## src/hdl/stmh_pkg.sv

```systemverilog
// ----------------------------------------------------------------------------
// stmh_pkg: shared types and codes for the speed toggle mode handshake
// Word layouts, configuration record, command/status/phase codes.
// ----------------------------------------------------------------------------
package stmh_pkg;

    localparam int FREQ_W  = 16;
    localparam int TIME_W  = 48;
    localparam int DWELL_W = 32;
    localparam int LIMIT_W = 4;
    localparam int COUNT_W = 5;
    localparam int CFG_IDX_W  = 3;
    localparam int CFG_DATA_W = 32;

    // Attempt count offsets used by the fail check and the timeout path
    localparam logic [COUNT_W:0]   FAIL_OFFSET    = 6'd2;
    localparam logic [COUNT_W-1:0] TIMEOUT_OFFSET = 5'd3;
    localparam logic [COUNT_W-1:0] COUNT_MAX      = 5'd31;

    // Configuration register indexes
    localparam logic [CFG_IDX_W-1:0] CFG_LOW_THR   = 3'd0;
    localparam logic [CFG_IDX_W-1:0] CFG_HIGH_THR  = 3'd1;
    localparam logic [CFG_IDX_W-1:0] CFG_MIN_DWELL = 3'd2;
    localparam logic [CFG_IDX_W-1:0] CFG_MAX_DWELL = 3'd3;
    localparam logic [CFG_IDX_W-1:0] CFG_ATT_LIMIT = 3'd4;

    // Reset values of the configuration registers
    localparam logic [FREQ_W-1:0]  LOW_THR_RST   = 16'd1536;
    localparam logic [FREQ_W-1:0]  HIGH_THR_RST  = 16'd2560;
    localparam logic [DWELL_W-1:0] MIN_DWELL_RST = 32'd1000000;
    localparam logic [DWELL_W-1:0] MAX_DWELL_RST = 32'd10000000;
    localparam logic [LIMIT_W-1:0] ATT_LIMIT_RST = 4'd3;

    typedef enum logic [0:0] {
        ACT_START  = 1'b0,
        ACT_REPORT = 1'b1
    } action_t;

    typedef enum logic [1:0] {
        CMD_NONE = 2'd0,
        CMD_LOW  = 2'd1,
        CMD_HIGH = 2'd2
    } cmd_t;

    typedef enum logic [2:0] {
        ST_IDLE    = 3'd0,
        ST_RUN     = 3'd1,
        ST_OPENED  = 3'd2,
        ST_FAILED  = 3'd3,
        ST_LOW_TO  = 3'd4,
        ST_HIGH_TO = 3'd5
    } status_t;

    // Handshake phases, one-hot
    typedef enum logic [5:0] {
        PH_CMD_LOW    = 6'b000001,
        PH_WAIT_LOW   = 6'b000010,
        PH_CONF_LOW   = 6'b000100,
        PH_CMD_HIGH   = 6'b001000,
        PH_WAIT_HIGH  = 6'b010000,
        PH_CONF_HIGH  = 6'b100000
    } phase_t;

    typedef struct packed {
        logic [0:0]        action;
        logic [FREQ_W-1:0] frequency;
        logic [TIME_W-1:0] timestamp;
        logic              check_flag;
    } item_t;

    typedef struct packed {
        logic [1:0] speed_command;
        logic [2:0] status;
    } result_t;

    typedef struct packed {
        logic [FREQ_W-1:0]  low_thr;
        logic [FREQ_W-1:0]  high_thr;
        logic [DWELL_W-1:0] min_dwell;
        logic [DWELL_W-1:0] max_dwell;
        logic [LIMIT_W-1:0] att_limit;
    } cfg_t;

endpackage

```

## src/hdl/speed_toggle_mode_handshake.sv

```systemverilog
// ----------------------------------------------------------------------------
// speed_toggle_mode_handshake: speed toggle mode handshake controller
// Sequences low/high speed commands from frequency reports and decides the
// outcome of the mode handshake.
// ----------------------------------------------------------------------------
// Usage:
//   Input channel (in_valid/in_ready) carries one word per start event
//   (action 0) or frequency report (action 1) with frequency, timestamp and
//   check_flag. Every input word yields exactly one output word on the
//   out_valid/out_ready channel: speed_command and status.
//   Configuration registers (thresholds, dwell limits, attempt limit) are
//   written through cfg_write/cfg_index/cfg_data while no word is in flight;
//   writes take effect on the next clock.
//   An accepted word is registered in the input register, stepped through
//   the phase logic and lands in the output register, from which it is
//   taken on the out_valid/out_ready channel.
//   Throughput: one word per cycle while the output register is not stalled.
//   The step logic (one 49-bit dwell subtract plus compares) is combinational,
//   and the handshake state is updated as each word moves to the output register.
//   Stall: while the output register is full and out_ready is low, the input
//   register holds its word and in_ready drops once it is occupied too.
//   Reset: asynchronous, active low; handshake goes idle, configuration
//   registers take their defaults, both channels empty.
// ----------------------------------------------------------------------------
module speed_toggle_mode_handshake (
    input  logic                                clk,
    input  logic                                rst_n,
    // input channel
    input  logic                                in_valid,
    output logic                                in_ready,
    input  logic                                action,
    input  logic [stmh_pkg::FREQ_W-1:0]         frequency,
    input  logic [stmh_pkg::TIME_W-1:0]         timestamp,
    input  logic                                check_flag,
    // output channel
    output logic                                out_valid,
    input  logic                                out_ready,
    output logic [1:0]                          speed_command,
    output logic [2:0]                          status,
    // configuration
    input  logic                                cfg_write,
    input  logic [stmh_pkg::CFG_IDX_W-1:0]      cfg_index,
    input  logic [stmh_pkg::CFG_DATA_W-1:0]     cfg_data
);
    import stmh_pkg::*;

    cfg_t    cfg;
    item_t   in_item;
    item_t   stage_item;
    logic    stage_valid;
    logic    advance;
    result_t step_result;

    logic    out_valid_reg;
    logic    out_valid_next;
    result_t result_reg;

    assign in_item.action     = action;
    assign in_item.frequency  = frequency;
    assign in_item.timestamp  = timestamp;
    assign in_item.check_flag = check_flag;

    stmh_cfg u_cfg (
        .clk       (clk),
        .rst_n     (rst_n),
        .cfg_write (cfg_write),
        .cfg_index (cfg_index),
        .cfg_data  (cfg_data),
        .cfg       (cfg)
    );

    stmh_in_stage u_in_stage (
        .clk         (clk),
        .rst_n       (rst_n),
        .in_valid    (in_valid),
        .in_ready    (in_ready),
        .in_item     (in_item),
        .take        (advance),
        .stage_valid (stage_valid),
        .stage_item  (stage_item)
    );

    // Step a word when the output register is free or being drained
    assign advance = stage_valid && (!out_valid_reg || out_ready);

    stmh_core u_core (
        .clk    (clk),
        .rst_n  (rst_n),
        .step   (advance),
        .item   (stage_item),
        .cfg    (cfg),
        .result (step_result)
    );

    // Output register
    always_comb
    begin
        out_valid_next = out_valid_reg;
        if (advance)
        begin
            out_valid_next = 1'b1;
        end
        else if (out_ready)
        begin
            out_valid_next = 1'b0;
        end
    end

    always_ff @(posedge clk or negedge rst_n)
    begin
        if (!rst_n)
        begin
            out_valid_reg <= 1'b0;
        end
        else
        begin
            out_valid_reg <= out_valid_next;
        end
    end

    always_ff @(posedge clk)
    begin
        if (advance)
        begin
            result_reg <= step_result;
        end
    end

    assign out_valid     = out_valid_reg;
    assign speed_command = result_reg.speed_command;
    assign status        = result_reg.status;

`ifndef NO_ASSERTIONS
    // A word waiting in the input register is never dropped while stalled
    a_stage_hold: assert property (@(posedge clk) disable iff (!rst_n)
        (stage_valid && !advance) |=> stage_valid)
        else $error("input stage word lost during stall");

    // Every stepped word shows up in the output register
    a_step_out: assert property (@(posedge clk) disable iff (!rst_n)
        advance |=> out_valid_reg)
        else $error("stepped word missing from output register");

    // The output register is never overwritten while it holds an untaken word
    a_no_overwrite: assert property (@(posedge clk) disable iff (!rst_n)
        (out_valid_reg && !out_ready) |-> !advance)
        else $error("output word overwritten before being taken");

    // An idle report never carries a speed command
    a_idle_no_cmd: assert property (@(posedge clk) disable iff (!rst_n)
        (out_valid_reg && (result_reg.status == ST_IDLE)) |->
            (result_reg.speed_command == CMD_NONE))
        else $error("speed command issued while idle");
`endif

endmodule

```

## src/hdl/stmh_cfg.sv

```systemverilog
// ----------------------------------------------------------------------------
// stmh_cfg: configuration register file
// Write-only registers loaded by index from the configuration port.
// ----------------------------------------------------------------------------
module stmh_cfg (
    input  logic                                clk,
    input  logic                                rst_n,
    input  logic                                cfg_write,
    input  logic [stmh_pkg::CFG_IDX_W-1:0]      cfg_index,
    input  logic [stmh_pkg::CFG_DATA_W-1:0]     cfg_data,
    output stmh_pkg::cfg_t                      cfg
);
    import stmh_pkg::*;

    cfg_t cfg_reg;

    always_ff @(posedge clk or negedge rst_n)
    begin
        if (!rst_n)
        begin
            cfg_reg.low_thr   <= LOW_THR_RST;
            cfg_reg.high_thr  <= HIGH_THR_RST;
            cfg_reg.min_dwell <= MIN_DWELL_RST;
            cfg_reg.max_dwell <= MAX_DWELL_RST;
            cfg_reg.att_limit <= ATT_LIMIT_RST;
        end
        else if (cfg_write)
        begin
            case (cfg_index)
                CFG_LOW_THR:   cfg_reg.low_thr   <= cfg_data[FREQ_W-1:0];
                CFG_HIGH_THR:  cfg_reg.high_thr  <= cfg_data[FREQ_W-1:0];
                CFG_MIN_DWELL: cfg_reg.min_dwell <= cfg_data[DWELL_W-1:0];
                CFG_MAX_DWELL: cfg_reg.max_dwell <= cfg_data[DWELL_W-1:0];
                CFG_ATT_LIMIT: cfg_reg.att_limit <= cfg_data[LIMIT_W-1:0];
                default:       ;  // unused index, ignored
            endcase
        end
    end

    assign cfg = cfg_reg;

endmodule

```

## src/hdl/stmh_in_stage.sv

```systemverilog
// ----------------------------------------------------------------------------
// stmh_in_stage: input register
// Holds one accepted word until the step logic consumes it.
// ----------------------------------------------------------------------------
module stmh_in_stage (
    input  logic            clk,
    input  logic            rst_n,
    input  logic            in_valid,
    output logic            in_ready,
    input  stmh_pkg::item_t in_item,
    input  logic            take,
    output logic            stage_valid,
    output stmh_pkg::item_t stage_item
);
    import stmh_pkg::*;

    logic  valid_reg;
    logic  valid_next;
    item_t item_reg;
    logic  fire;

    // Empty, or emptied this cycle
    assign in_ready = !valid_reg || take;
    assign fire     = in_valid && in_ready;

    always_comb
    begin
        valid_next = valid_reg;
        if (fire)
        begin
            valid_next = 1'b1;
        end
        else if (take)
        begin
            valid_next = 1'b0;
        end
    end

    always_ff @(posedge clk or negedge rst_n)
    begin
        if (!rst_n)
        begin
            valid_reg <= 1'b0;
        end
        else
        begin
            valid_reg <= valid_next;
        end
    end

    always_ff @(posedge clk)
    begin
        if (fire)
        begin
            item_reg <= in_item;
        end
    end

    assign stage_valid = valid_reg;
    assign stage_item  = item_reg;

endmodule

```

## src/hdl/stmh_core.sv

```systemverilog
// ----------------------------------------------------------------------------
// stmh_core: handshake state and step logic
// Phase sequencer, attempt counter and dwell timer; one word per step.
// ----------------------------------------------------------------------------
module stmh_core (
    input  logic              clk,
    input  logic              rst_n,
    input  logic              step,
    input  stmh_pkg::item_t   item,
    input  stmh_pkg::cfg_t    cfg,
    output stmh_pkg::result_t result
);
    import stmh_pkg::*;

    logic               active_reg, active_next;
    phase_t             phase_reg, phase_next;
    logic [COUNT_W-1:0] count_reg, count_next;
    logic [TIME_W-1:0]  mark_reg, mark_next;

    logic [TIME_W:0]    diff;
    logic               backwards;
    logic               over_min;
    logic               over_max;
    logic               low_hit;
    logic               high_hit;
    logic [COUNT_W-1:0] limit_ext;
    logic [COUNT_W-1:0] timeout_count;
    logic [COUNT_W:0]   fail_count;
    logic               flag;
    cmd_t               cmd;
    status_t            st;

    // Dwell since the mark; a negative dwell neither confirms nor times out
    assign diff      = {1'b0, item.timestamp} - {1'b0, mark_reg};
    assign backwards = diff[TIME_W];
    assign over_min  = !backwards &&
                       (diff[TIME_W-1:0] > {{(TIME_W-DWELL_W){1'b0}}, cfg.min_dwell});
    assign over_max  = !backwards &&
                       (diff[TIME_W-1:0] > {{(TIME_W-DWELL_W){1'b0}}, cfg.max_dwell});

    assign low_hit  = item.frequency < cfg.low_thr;
    assign high_hit = item.frequency > cfg.high_thr;
    assign flag     = item.check_flag;

    assign limit_ext     = {1'b0, cfg.att_limit};
    assign timeout_count = limit_ext + TIMEOUT_OFFSET;
    assign fail_count    = {2'b00, cfg.att_limit} + FAIL_OFFSET;

    always_comb
    begin
        active_next = active_reg;
        phase_next  = phase_reg;
        count_next  = count_reg;
        mark_next   = mark_reg;
        cmd         = CMD_NONE;
        st          = ST_RUN;

        if (item.action == ACT_START)
        begin
            active_next = 1'b1;
            count_next  = '0;
            phase_next  = PH_CMD_LOW;
            mark_next   = item.timestamp;
        end
        else if (!active_reg)
        begin
            st = ST_IDLE;
        end
        else
        begin
            case (phase_reg)
                PH_CMD_LOW:
                begin
                    cmd        = CMD_LOW;
                    phase_next = PH_WAIT_LOW;
                end
                PH_WAIT_LOW:
                begin
                    // A fresh mark means zero dwell, so no timeout then
                    if (low_hit)
                    begin
                        mark_next  = item.timestamp;
                        phase_next = PH_CONF_LOW;
                        if (count_reg != COUNT_MAX)
                        begin
                            count_next = count_reg + 5'd1;
                        end
                    end
                    else if (over_max)
                    begin
                        st          = ST_LOW_TO;
                        count_next  = timeout_count;
                        active_next = 1'b0;
                    end
                end
                PH_CONF_LOW:
                begin
                    if (over_max)
                    begin
                        st          = ST_LOW_TO;
                        count_next  = timeout_count;
                        active_next = 1'b0;
                    end
                    else if (over_min && low_hit)
                    begin
                        mark_next = item.timestamp;
                        if ((count_reg < limit_ext) && flag)
                        begin
                            st          = ST_OPENED;
                            active_next = 1'b0;
                        end
                        else if ((count_reg <= limit_ext) || !flag)
                        begin
                            if ({1'b0, count_reg} == fail_count)
                            begin
                                st          = ST_FAILED;
                                active_next = 1'b0;
                            end
                            else
                            begin
                                phase_next = PH_CMD_HIGH;
                            end
                        end
                        else
                        begin
                            st          = ST_OPENED;
                            active_next = 1'b0;
                        end
                    end
                end
                PH_CMD_HIGH:
                begin
                    cmd        = CMD_HIGH;
                    phase_next = PH_WAIT_HIGH;
                end
                PH_WAIT_HIGH:
                begin
                    if (high_hit)
                    begin
                        mark_next  = item.timestamp;
                        phase_next = PH_CONF_HIGH;
                    end
                    else if (over_max)
                    begin
                        st          = ST_HIGH_TO;
                        count_next  = timeout_count;
                        active_next = 1'b0;
                    end
                end
                PH_CONF_HIGH:
                begin
                    if (over_max)
                    begin
                        st          = ST_HIGH_TO;
                        count_next  = timeout_count;
                        active_next = 1'b0;
                    end
                    else if (over_min && high_hit)
                    begin
                        mark_next  = item.timestamp;
                        phase_next = PH_CMD_LOW;
                    end
                end
                default:
                begin
                    st = ST_RUN;
                end
            endcase
        end
    end

    always_ff @(posedge clk or negedge rst_n)
    begin
        if (!rst_n)
        begin
            active_reg <= 1'b0;
            phase_reg  <= PH_CMD_LOW;
            count_reg  <= '0;
            mark_reg   <= '0;
        end
        else if (step)
        begin
            active_reg <= active_next;
            phase_reg  <= phase_next;
            count_reg  <= count_next;
            mark_reg   <= mark_next;
        end
    end

    assign result.speed_command = cmd;
    assign result.status        = st;

endmodule
```

## config.mk

```make
export PLATFORM = sky130hd
export DESIGN_NAME = speed_toggle_mode_handshake
export DESIGN_NICKNAME = d
export VERILOG_FILES = /design/src/hdl/stmh_pkg.sv /design/src/hdl/speed_toggle_mode_handshake.sv /design/src/hdl/stmh_cfg.sv /design/src/hdl/stmh_in_stage.sv /design/src/hdl/stmh_core.sv
export SDC_FILE = /design/constraint.sdc
export NUM_CORES = 1
export LEC_CHECK = 0
export ABC_AREA = 1
export BUFFER_PORTS_ARGS = -buffer_cell sky130_fd_sc_hd__buf_2
export CAP_MARGIN = 5
export CORE_ASPECT_RATIO = 0.7
export CORE_MARGIN = 2
export CORE_UTILIZATION = 35
export CTS_CLUSTER_SIZE = 24
export DETAILED_ROUTE_END_ITERATION = 6
export GPL_ROUTABILITY_DRIVEN = 0
export SETUP_SLACK_MARGIN = 0.02
export SKIP_CTS_REPAIR_TIMING = 1
export SYNTH_ARGS = -nofsm -noshare
export SYNTH_HDL_FRONTEND = slang
export SYNTH_SLANG_ARGS = --single-unit
```

## constraint.sdc

```tcl
create_clock -name clk -period 9 [get_ports clk]
set_clock_uncertainty 0.1 [all_clocks]
set_input_delay 0.9 -clock clk [delete_from_list [all_inputs] [get_ports clk]]
set_output_delay 0.9 -clock clk [all_outputs]
set_load 0.1 [all_outputs]
```

* Word level (Yosys, flattened, before mapping)
Index checks and enable logic that the tools add are counted.
** Word-level totals
- Output and inout bits :: 7
- Register bits after elaboration :: 233
- Logic and storage cells :: 137
- Input port bits :: 106
** Cells by class
- Add/sub/neg operators :: 4
- $lt $le $gt $ge :: 6
- Multiplexer cells :: 55
- Reduce and logical (&&, ||, !) cells :: 27
- Equal/unequal tests :: 27
** Operators with widths (number)
- two-way mux 48 bit :: 8
- case mux 48 bit (4 select lines) :: 1
- greater-than comparator 48 x 32 -> 1 bit :: 2
- two-way mux 6 bit :: 11
- subtractor 48 x 48 -> 49 bit :: 1
- case mux 6 bit (6 select lines) :: 1
- two-way mux 5 bit :: 6
- two-way mux 3 bit :: 7
- greater-than comparator 16 bit :: 1
- < comparator 16 bit :: 1
- two-way mux 1 bit :: 15
- != test 3 x 2 -> 1 bit, second input constant :: 5
- != test 3 bit, second input constant :: 5
- case mux 5 bit (3 select lines) :: 1
- case mux 3 bit (4 select lines) :: 1
- AND reduction 12 bit :: 1
- AND reduction 2 bit :: 6
- adder 4 x 2 -> 5 bit, second input constant :: 2
- AND reduction 9 bit :: 1
- logical AND 1 bit :: 7
- != test 7 x 1 -> 1 bit, second input constant :: 1
- == test 3 x 2 -> 1 bit, second input constant :: 2
- == test 5 x 6 -> 1 bit :: 1
- == test 6 x 1 -> 1 bit, second input constant :: 1
- 24 further kinds :: 31

* Depth between registers and ports, before layout
Gate-level depths: netlist (run 1).
- Depth after elaboration :: 10
- Mapped depth :: 32
- Mapped depth without buffers :: 30

* By module
A second synthesis (run 1) with hierarchy kept.
** Unflattened totals
- Cell total of the unflattened synthesis :: 2214
- Area total of the unflattened synthesis :: 15997.8 um^2
** Modules (own cells, without submodules)
- stmh_core :: times used 1, area an instance 9769.4 um^2, sequential area each 1502.7 um^2, cells each 1688
- stmh_cfg :: times used 1, area an instance 4002.6 um^2, sequential area each 2528.7 um^2, cells each 443
- stmh_in_stage :: times used 1, area an instance 2026.9 um^2, sequential area each 2006.9 um^2, cells each 72
- speed_toggle_mode_handshake :: times used 1, area an instance 198.9 um^2, sequential area each 175.2 um^2, cells each 11

* Worst setup path after synthesis (run 1)
Ideal clock, no wire load.
- Path type :: register to register
- Start point :: reg u_in_stage.item_reg, in the netlist u_in_stage.stage_item[1]
- End point :: reg u_core.mark_reg[32]
- Setup time :: 0.117 ns
- Clock period less this slack :: 3.753 ns
- Path slack :: 5.247 ns
- Buffers on the path :: 2
- Arrival time :: 3.536 ns
- Data required time :: 8.783 ns
- Stages on the path, launching flop included :: 31
- Cells stage by stage :: edfxtp_1 inv_1 ha_1 fa_1 inv_1 nand2_1 nand3_1 nand2_1 nand2_1 a31oi_1 xnor2_1 ha_1 nand2_1 inv_1 nand3_1 nor4_1 inv_1 nor4_1 nand2_1 nand2_1 nand2_1 nand3_1 nand2_1 inv_1 nand2_1 nand2_1 nand4_2 buf_6 buf_6 nand2_1 nand2_1
** On the way
- Word-level cells in the longest chain between the ends :: 6
- Elaborated cells between the ends (all ways) :: 13
- Those cells by class :: 1 x add/sub; 2 x order compare; 4 x eq/ne; 6 x reduce/logical
** Ends and longest elaborated chain
- start, declared :: line stmh_in_stage.sv:19 : item_t item_reg;
- start signal, assigned :: line stmh_in_stage.sv:55 : item_reg <= in_item;
- subtractor 48 x 48 -> 49 bit (*) :: line stmh_core.sv:34 : assign diff = {1'b0, item.timestamp} - {1'b0, mark_reg};
- greater-than comparator 48 x 32 -> 1 bit / zero test 1 bit (equally long branches) :: line stmh_core.sv:37, stmh_core.sv:36, stmh_core.sv:38
- logical AND 1 bit :: line stmh_core.sv:36 : assign over_min = !backwards &&
- logical AND 1 bit (on tied branches) :: line stmh_core.sv:158, stmh_core.sv:104
- != test 3 x 2 -> 1 bit (no source line)
- AND reduction 9 bit (no source line) (*)
- end signal, assigned :: line stmh_core.sv:186 : mark_reg <= mark_next;
- end, declared :: line stmh_core.sv:18 : logic [TIME_W-1:0] mark_reg, mark_next;
Mark *: on every way between the ends. The rest lies on a longest branch, timed or not.
A chain may end at the register's enable or synchronous reset.

* Worst setup path after layout (run 1)
- Start point :: reg u_in_stage.item_reg, in the netlist u_in_stage.stage_item[13]
- End point :: reg u_core.mark_reg[33]
The elaborated chain is that of the path after synthesis.

==> metrics.txt, run 1 <==
status=completed; Detailed Place HPWL=33800 microns; fraction of registers with async set/reset=69.5%; Synth Flop Type=dfrtp_1; core area=44800 sq um; I/O pin count=113; Largest register FFs=100; Clock transition at path regs=70 ps; vias in the first global route=13.0k; Post-Layout Cell Count=2866; post-synthesis sequential area ratio=39.3%; crit-path max FO=56; critical path endpoint category=flip-flop; Core Util, Final=39.9%; vias after detailed routing=14.0k; Worst-Margin Slew=1280 ps; fin nets=2499; crit share post-route=71.8%; drt total wl=44400 microns; post-synthesis cell area=15800 sq um; Clock Tree Buf Depth=3; sequential power share=25.7%; largest net degree at the start of global routing=91; final hold slack=328 ps; worst hold path class=in2async; Leak=0.00938 uW; cell taking the most area after synthesis=dfrtp_1; Fmax achieved=0.155 GHz; top cells by area, synth=dfrtp_1 (22%), nand2_1 (16%), edfxtp_1 (13%), ha_1 (12%), inv_1 (9.7%); Die Y=182 microns; Rel. slew slack=14.5%; Logic pwr share=54.5%; layout cell share with drive strength beyond 1=9.86%; Synth Instances=2132; clock power share=19.8%; Row Count=65; CP arrival=6790 ps; Net Count, Synth=2391; Filler Cell Count=4659; initial core utilization=35.3%; DR vias/cell=4.87; Period minus WS final=6460 ps; first-pass GRT wire length=71100 microns; Setup crit start kind=flip-flop; final setup TNS=0 ps; Final ANT Viol Nets=0; area share of the largest cell type after synthesis=22.2%; count of final setup violators=0; DR WL/cell=15.5 microns; Die Wd=258 microns; die footprint=46900 sq um; Post-synth EDFFs=71; most common cell in the netlist=nand2_1; Worst R2R Setup Slack=2540 ps; syn_area_per_cell=7.41 sq um; initial antenna violation count=1; switching share of power=46.6%; Iter 0 DRT Violations=1237; All-Layer GR Usage=18.9%; Synth warnings=0; Inst Count DP=2813; count of final hold-check violations=0; WP data required=9330 ps; switching power=2720 uW; CTS tree=yes; Clock Latency Late Sink=570 ps; CTS root buf=clkbuf_16; Power Dens Cells=326 nW/um^2; RSZ-0062 raised after global routing=no; Yosys reg bits=233; Num CTS Buffers=28; # DRC=0; Final Slew Violations=0; Area Growth Syn to Fin=13.2%; CTS Sinks=233; P_int=3110 uW; Port Buffers=112; most frequent cells after synthesis=nand2_1 (685), inv_1 (410), ha_1 (152); TritonRoute pass-1 iters=5; Synth cell types=45; H-tree levels=1; max_cap viols=0; kind of critical path=reg2reg; total gr overflow=0; Peak VDD IR=172 uV
routing by layer:
metal	share of wire [%]	wire length [microns]	GRT usage (%)
met4	1.7	769	3.45
met3	7.2	3190	2.95
met1	52	23100	30.1
met2	39	17400	26.6
met5	0	0	0
through the flow:
step	area (sq um)	total power [uW]	setup WS (ps)
finish	17900	5830	2540
global route	17900	6370	2000
CTS	17900	5820	2620
detailed placement	17000	4630	2630
global placement	17000	4540	2760
floorplan	15800	3790	5250
path summary, 6_finish.rpt:
path                                            from             endpoint  cells past startpoint
setup / recovery           u_in_stage.stage_item[13]  u_core.mark_reg[33]                     24
setup reg to reg           u_in_stage.stage_item[13]  u_core.mark_reg[33]                     24
hold reg to reg                  u_core.mark_reg[44]  u_core.mark_reg[44]                      2
hold / removal                                 rst_n  u_core.mark_reg[16]                      1
max in group asynchronous                      rst_n        u_cfg.cfg[96]                      2
min in group clk                 u_core.mark_reg[44]  u_core.mark_reg[44]                      2
cell families (layout without fill, tap and decap cells):
| logic type | after synthesis | count (layout) | share of synthesized area [%] |
|---|---|---|---|
| other cells | 0 | 1 | 0 |
| xor+xnor | 36 | 36 | 1.99 |
| simple gates | 1006 | 1006 | 26.9 |
| buf+inv | 467 | 597 | 11.6 |
| fa+ha+maj | 153 | 153 | 12.2 |
| flops | 233 | 233 | 39.3 |
| compound gates | 237 | 237 | 8.07 |
power by group through the flow:
stage | combinational, uW | clock, uW | sequential [uW]
after floorplan | 2280 | 0 | 1500
after global placement | 3040 | 0 | 1500
after detailed placement | 3120 | 0 | 1510
after CTS | 3140 | 1190 | 1500
after global routing | 3600 | 1230 | 1530
final | 3180 | 1160 | 1500
cell usage in the layout, fill, tap and decap left out, types with 6 or more instances in the layout:
cell type / netlist / routed
nand2_1: 685 / 684
nand3b_1: 7 / 7
clkinv_1: 4 / 7
nor4_1: 7 / 7
a21oi_1: 79 / 79
dfstp_2: 22 / 22
buf_4: 6 / 6
nand3_1: 62 / 61
inv_1: 410 / 409
nor3_1: 16 / 16
nor2_1: 125 / 125
dfrtp_1: 140 / 140
edfxtp_1: 71 / 71
inv_2: 13 / 14
clkbuf_16: 0 / 31
a31oi_1: 6 / 6
xor2_1: 25 / 25
xnor2_1: 11 / 11
nand4_1: 79 / 79
ha_1: 152 / 152
o21ai_0: 124 / 124
buf_2: 9 / 111
nor2_2: 11 / 11
cell type report:
type                    count  area (sq um)  share of cell area, %
diodes                      1          2.50                 0.0140
clock inverters            12          91.3                  0.510
inverters                 427          1600                   8.96
flip-flops and latches    233          6210                   34.7
clock buffers              40           850                   4.75
multi-input cells        1432          7770                   43.4
repair buffers            118           612                   3.42
well taps                 603           754                   4.22
worst max-delay path, cell delays in order (launching register included):
cell	delay, ps
edfxtp_1	430
ha_1	450
nand2_1	120
inv_1	120
nand2_1	90
nor3_1	250
nand2_1	90
nand2_1	180
a31oi_1	200
xnor2_1	240
ha_1	330
nand3_1	110
nor4_1	320
inv_1	80
nor4_1	280
nand2_1	90
nand2_1	60
nand2_1	120
nand3_1	170
nand3_1	120
nand2_2	940
nand4_2	770
buf_4	500
nand2_1	100
nand2_1	60
Power figures use the tool's default switching activity.
==> run 2: changes to the inputs <==
- clock period: 9 -> 5.4 ns (I/O delays scaled with it)
==> metrics.txt, run 2 (synthesis results as in run 1) <==
CTS tree=yes; critical path endpoint category=flip-flop; DR vias/cell=4.81; ANT cells=0; vias after detailed routing=13.8k; Clock Tree Buf Depth=3; Worst-Margin Slew=1140 ps; Crit. path cell count=25; Buf/Inv on CP=4; vias in the first global route=13.0k; fin nets=2506; Logic pwr share=55.1%; Period minus WS final=5000 ps; Power Dens Cells=539 nW/um^2; multi-input combinational cell area=7780 sq um; die footprint=46900 sq um; layout cell share with drive strength beyond 1=10.1%; CTS root buf=clkbuf_16; total gr overflow=0; DR WL/cell=15.3 microns; Peak VDD IR=287 uV; Iter 0 DRT Violations=1084; H-tree levels=1; initial antenna violation count=0; critical path capture point=u_core.mark_reg[29]; count of final hold-check violations=0; reg2reg start=u_in_stage.stage_item[30]; pre-CTS WS=282 ps; Worst path slowest cell=edfxtp_1; Filler Cell Count=4617; Die Y=182 microns; CP arrival=5380 ps; clock power share=19.1%; count of final setup violators=0; worst hold path class=in2reg; Leak=0.00941 uW; Reg area=6210 sq um; Num CTS Buffers=26; RSZ-0062 raised after global routing=no; initial core utilization=35.3%; Rel. slew slack=23.7%; first-pass GRT wire length=70400 microns; max_cap viols=0; sequential power share=25.8%; All-Layer GR Usage=18.7%; final setup TNS=0 ps; Row Count=65; Worst path max stage delay=410 ps; Detailed Place HPWL=34100 microns; Final ANT Viol Nets=0; I/O pin count=113; core area=44800 sq um; # DRC=0; Setup crit start kind=flip-flop; P_int=5170 uW; switching power=4500 uW; switching share of power=46.5%; drt total wl=43900 microns; Fmax achieved=0.200 GHz; most frequent CP cell=nand2_1; worst r2r path cells=25; Crit. Startpoint=u_in_stage.stage_item[30]; kind of critical path=reg2reg; Critical R2R Capture=u_core.mark_reg[29]; Die Wd=258 microns; most frequent cells in the layout=nand2_1 (684), inv_1 (409), ha_1 (152), dfrtp_1 (140), nor2_1 (125); Port Buffers=112; Area Growth Syn to Fin=13.5%; WP data required=5770 ps; Tot Pwr=9680 uW; CTS Sinks=233; Largest register FFs=100; Clock transition at path regs=70 ps; setup ws final=395 ps; largest net degree at the start of global routing=72; crit-path max FO=48; crit share post-route=92.7%; Final Slew Violations=0; Crit path max-delay family=simple AND/OR/NAND/NOR gates; TritonRoute pass-1 iters=5; Clock Latency Late Sink=550 ps; Worst R2R Setup Slack=400 ps; status=completed; commonest non-fill, non-tap cell in the layout=nand2_1; final hold slack=59.8 ps
==> run 2: power by group through the flow <==
stage | logic (uW) | clock network, uW | registers [uW]
2_1_floorplan | 3810 | 0 | 2500
4_1_cts | 5280 | 1900 | 2490
3_3_place_gp | 5100 | 0 | 2510
3_5_place_dp | 5240 | 0 | 2520
6_report | 5330 | 1840 | 2500
5_1_grt | 6090 | 1960 | 2550
==> run 2: routing by layer <==
| layer | wire (microns) | GRT usage [%] | vias to the layer above | share of wire, % |
|---|---|---|---|---|
| li1 | - | - | 6996 | - |
| met1 | 22500 | 29.3 | 6399 | 51 |
| met2 | 17400 | 26.5 | 363 | 40 |
| met3 | 3220 | 3.43 | 48 | 7.3 |
| met4 | 766 | 3.54 | 0 | 1.7 |
| met5 | 0 | 0 | - | 0 |
==> run 2: worst min-delay path by stage <==
stage / start / to / slack [ps] / cells after the start
after floorplan: rst_n / out_valid / 140 / 0
after global placement: u_core.mark_reg[8] / u_core.mark_reg[8] / 350 / 2
after detailed placement: u_core.mark_reg[34] / u_core.mark_reg[34] / 360 / 2
after CTS: rst_n / u_core.mark_reg[33] / -50 / 1
after global routing: timestamp[29] / u_in_stage.stage_item[30] / 40 / 1
final: timestamp[32] / u_in_stage.stage_item[33] / 60 / 1
==> run 2: layout make-up <==
class | instances | share of cell area, %
clock inverter | 11 | 0.614
clock buffer | 37 | 4.32
multi-input combinational | 1432 | 43.4
inverter | 427 | 8.93
tap | 603 | 4.21
sequential | 233 | 34.6
timing repair buffer | 127 | 3.93
==> run 2: per-stage QoR <==
step                cells  cell area [sq um]  util [%]
floorplan            2132              15800         -
global placement     2817              17000      37.9
detailed placement   2817              17000      37.9
CTS                  2865              17900      39.9
global route         2870              17900      40.0
finish               2870              17900      40.0
==> run 3: changes to the inputs <==
- clock period: 5.4 -> 6.08 ns (I/O delays scaled with it)
==> metrics.txt, run 3 (synthesis results as in run 1) <==
commonest non-fill, non-tap cell in the layout=nand2_1; Clock transition at path regs=70 ps; switching power=4020 uW; Logic pwr share=54.8%; Crit. Startpoint=u_in_stage.stage_item[30]; Iter 0 DRT Violations=1285; status=completed; Clock Tree Buf Depth=3; ANT cells=0; Final Slew Violations=0; Leak=0.00937 uW; critical path endpoint category=flip-flop; pre-CTS WS=1070 ps; P_int=4590 uW; setup ws final=997 ps; final setup TNS=0 ps; RSZ-0062 raised after global routing=no; kind of critical path=reg2reg; max_cap viols=0; DR WL/cell=15.4 microns; Power Dens Cells=482 nW/um^2; All-Layer GR Usage=18.9%; Fmax achieved=0.197 GHz; drt total wl=44000 microns; CTS Sinks=233; vias in the first global route=13.0k; fin nets=2499; most frequent cells in the layout=nand2_1 (684), inv_1 (409), ha_1 (152), dfrtp_1 (140), nor2_1 (125); layout cell share with drive strength beyond 1=9.87%; initial antenna violation count=0; Row Count=65; reg2reg start=u_in_stage.stage_item[30]; DR vias/cell=4.83; core area=44800 sq um; first-pass GRT wire length=71100 microns; vias after detailed routing=13.8k; Area after DPL=17000 sq um; WP data required=6460 ps; Num CTS Buffers=26; clock power share=19.5%; Area Growth Syn to Fin=13.1%; initial core utilization=35.3%; CP arrival=5460 ps; Port Buffers=112; count of final hold-check violations=0; Worst-Margin Slew=1080 ps; crit share post-route=83.6%; Rel. slew slack=28.0%; Die Wd=258 microns; CTS tree=yes; Final ANT Viol Nets=0; sequential power share=25.7%; Peak VDD IR=207 uV; Die Y=182 microns; Detailed Place HPWL=34000 microns; largest net degree at the start of global routing=93; count of final setup violators=0; Clock Latency Late Sink=570 ps; total gr overflow=0; die footprint=46900 sq um; # DRC=0; CTS root buf=clkbuf_16; crit-path max FO=41; Period minus WS final=5080 ps; Setup crit start kind=flip-flop; switching share of power=46.6%; worst hold path class=in2async; Largest register FFs=100; TritonRoute pass-1 iters=5; final instance area=17900 sq um; H-tree levels=1; Filler Cell Count=4613; I/O pin count=113
-- run 3: layout make-up --
| type | instances | area [sq um] | share of cell area (%) |
|---|---|---|---|
| multi-input combinational | 1432 | 7770 | 43.5 |
| clock buffer | 40 | 806 | 4.51 |
| inverter | 427 | 1600 | 8.97 |
| clock inverter | 8 | 100 | 0.560 |
| timing repair buffer | 120 | 627 | 3.51 |
| tap | 603 | 754 | 4.22 |
| sequential | 233 | 6210 | 34.8 |
-- run 3: critical path, stage by stage, from the launching register on --
cell and delay (ps):
edfxtp_1 410, ha_1 390, nand2_1 140, inv_1 50, nand2_1 60, nand2_1 80, a21oi_1 290, nand2_1 120
a31oi_1 340, xnor2_1 180, ha_1 330, nand2_1 70, inv_1 50, nand3_1 80, nor4_1 290, inv_1 80
nor4_1 270, nand2_1 90, nand2_1 60, nand2_1 100, nand3_1 150, nand3_1 120, nand2_2 300, buf_4 510
nand4_1 210, nand2_1 130
-- run 3: path summary, 6_finish.rpt --
kind                                        endpoint  slack (ps)  cells after the start
setup / recovery                  u_core.mark_reg[8]        1000                     25
hold / removal                   u_core.mark_reg[33]          50                      1
setup reg to reg                  u_core.mark_reg[8]        1000                     25
hold reg to reg                  u_core.mark_reg[41]         370                      2
max in group asynchronous               u_cfg.cfg[8]        4300                      2
min in group clk           u_in_stage.stage_item[33]         110                      1
-- run 3: power groups by stage --
| stage | clock [uW] | sequential, uW | combinational [uW] |
|---|---|---|---|
| 2_1_floorplan | 0 | 2220 | 3380 |
| 3_3_place_gp | 0 | 2230 | 4540 |
| 3_5_place_dp | 0 | 2240 | 4650 |
| 4_1_cts | 1720 | 2210 | 4680 |
| 5_1_grt | 1790 | 2260 | 5400 |
| 6_report | 1680 | 2220 | 4720 |
-- run 3: per-layer routing --
layer | GRT usage (%) | wire length [microns] | up-vias
li1 | - | - | 6979
met1 | 29.8 | 22800 | 6401
met2 | 26.3 | 16800 | 402
met3 | 3.85 | 3460 | 49
met4 | 3.77 | 885 | 0
met5 | 0 | 0 | -
-- run 3: per-stage QoR --
step / power [uW] / instances / hold WS, ps / util, %
3_5_place_dp: 6890 / 2815 / 358 / 37.9
6_report: 8610 / 2863 / 53.0 / 39.9
5_1_grt: 9450 / 2863 / 94.4 / 39.9
2_1_floorplan: 5600 / 2132 / 212 / -
3_3_place_gp: 6770 / 2815 / 353 / 37.9
4_1_cts: 8610 / 2863 / 87.2 / 39.9
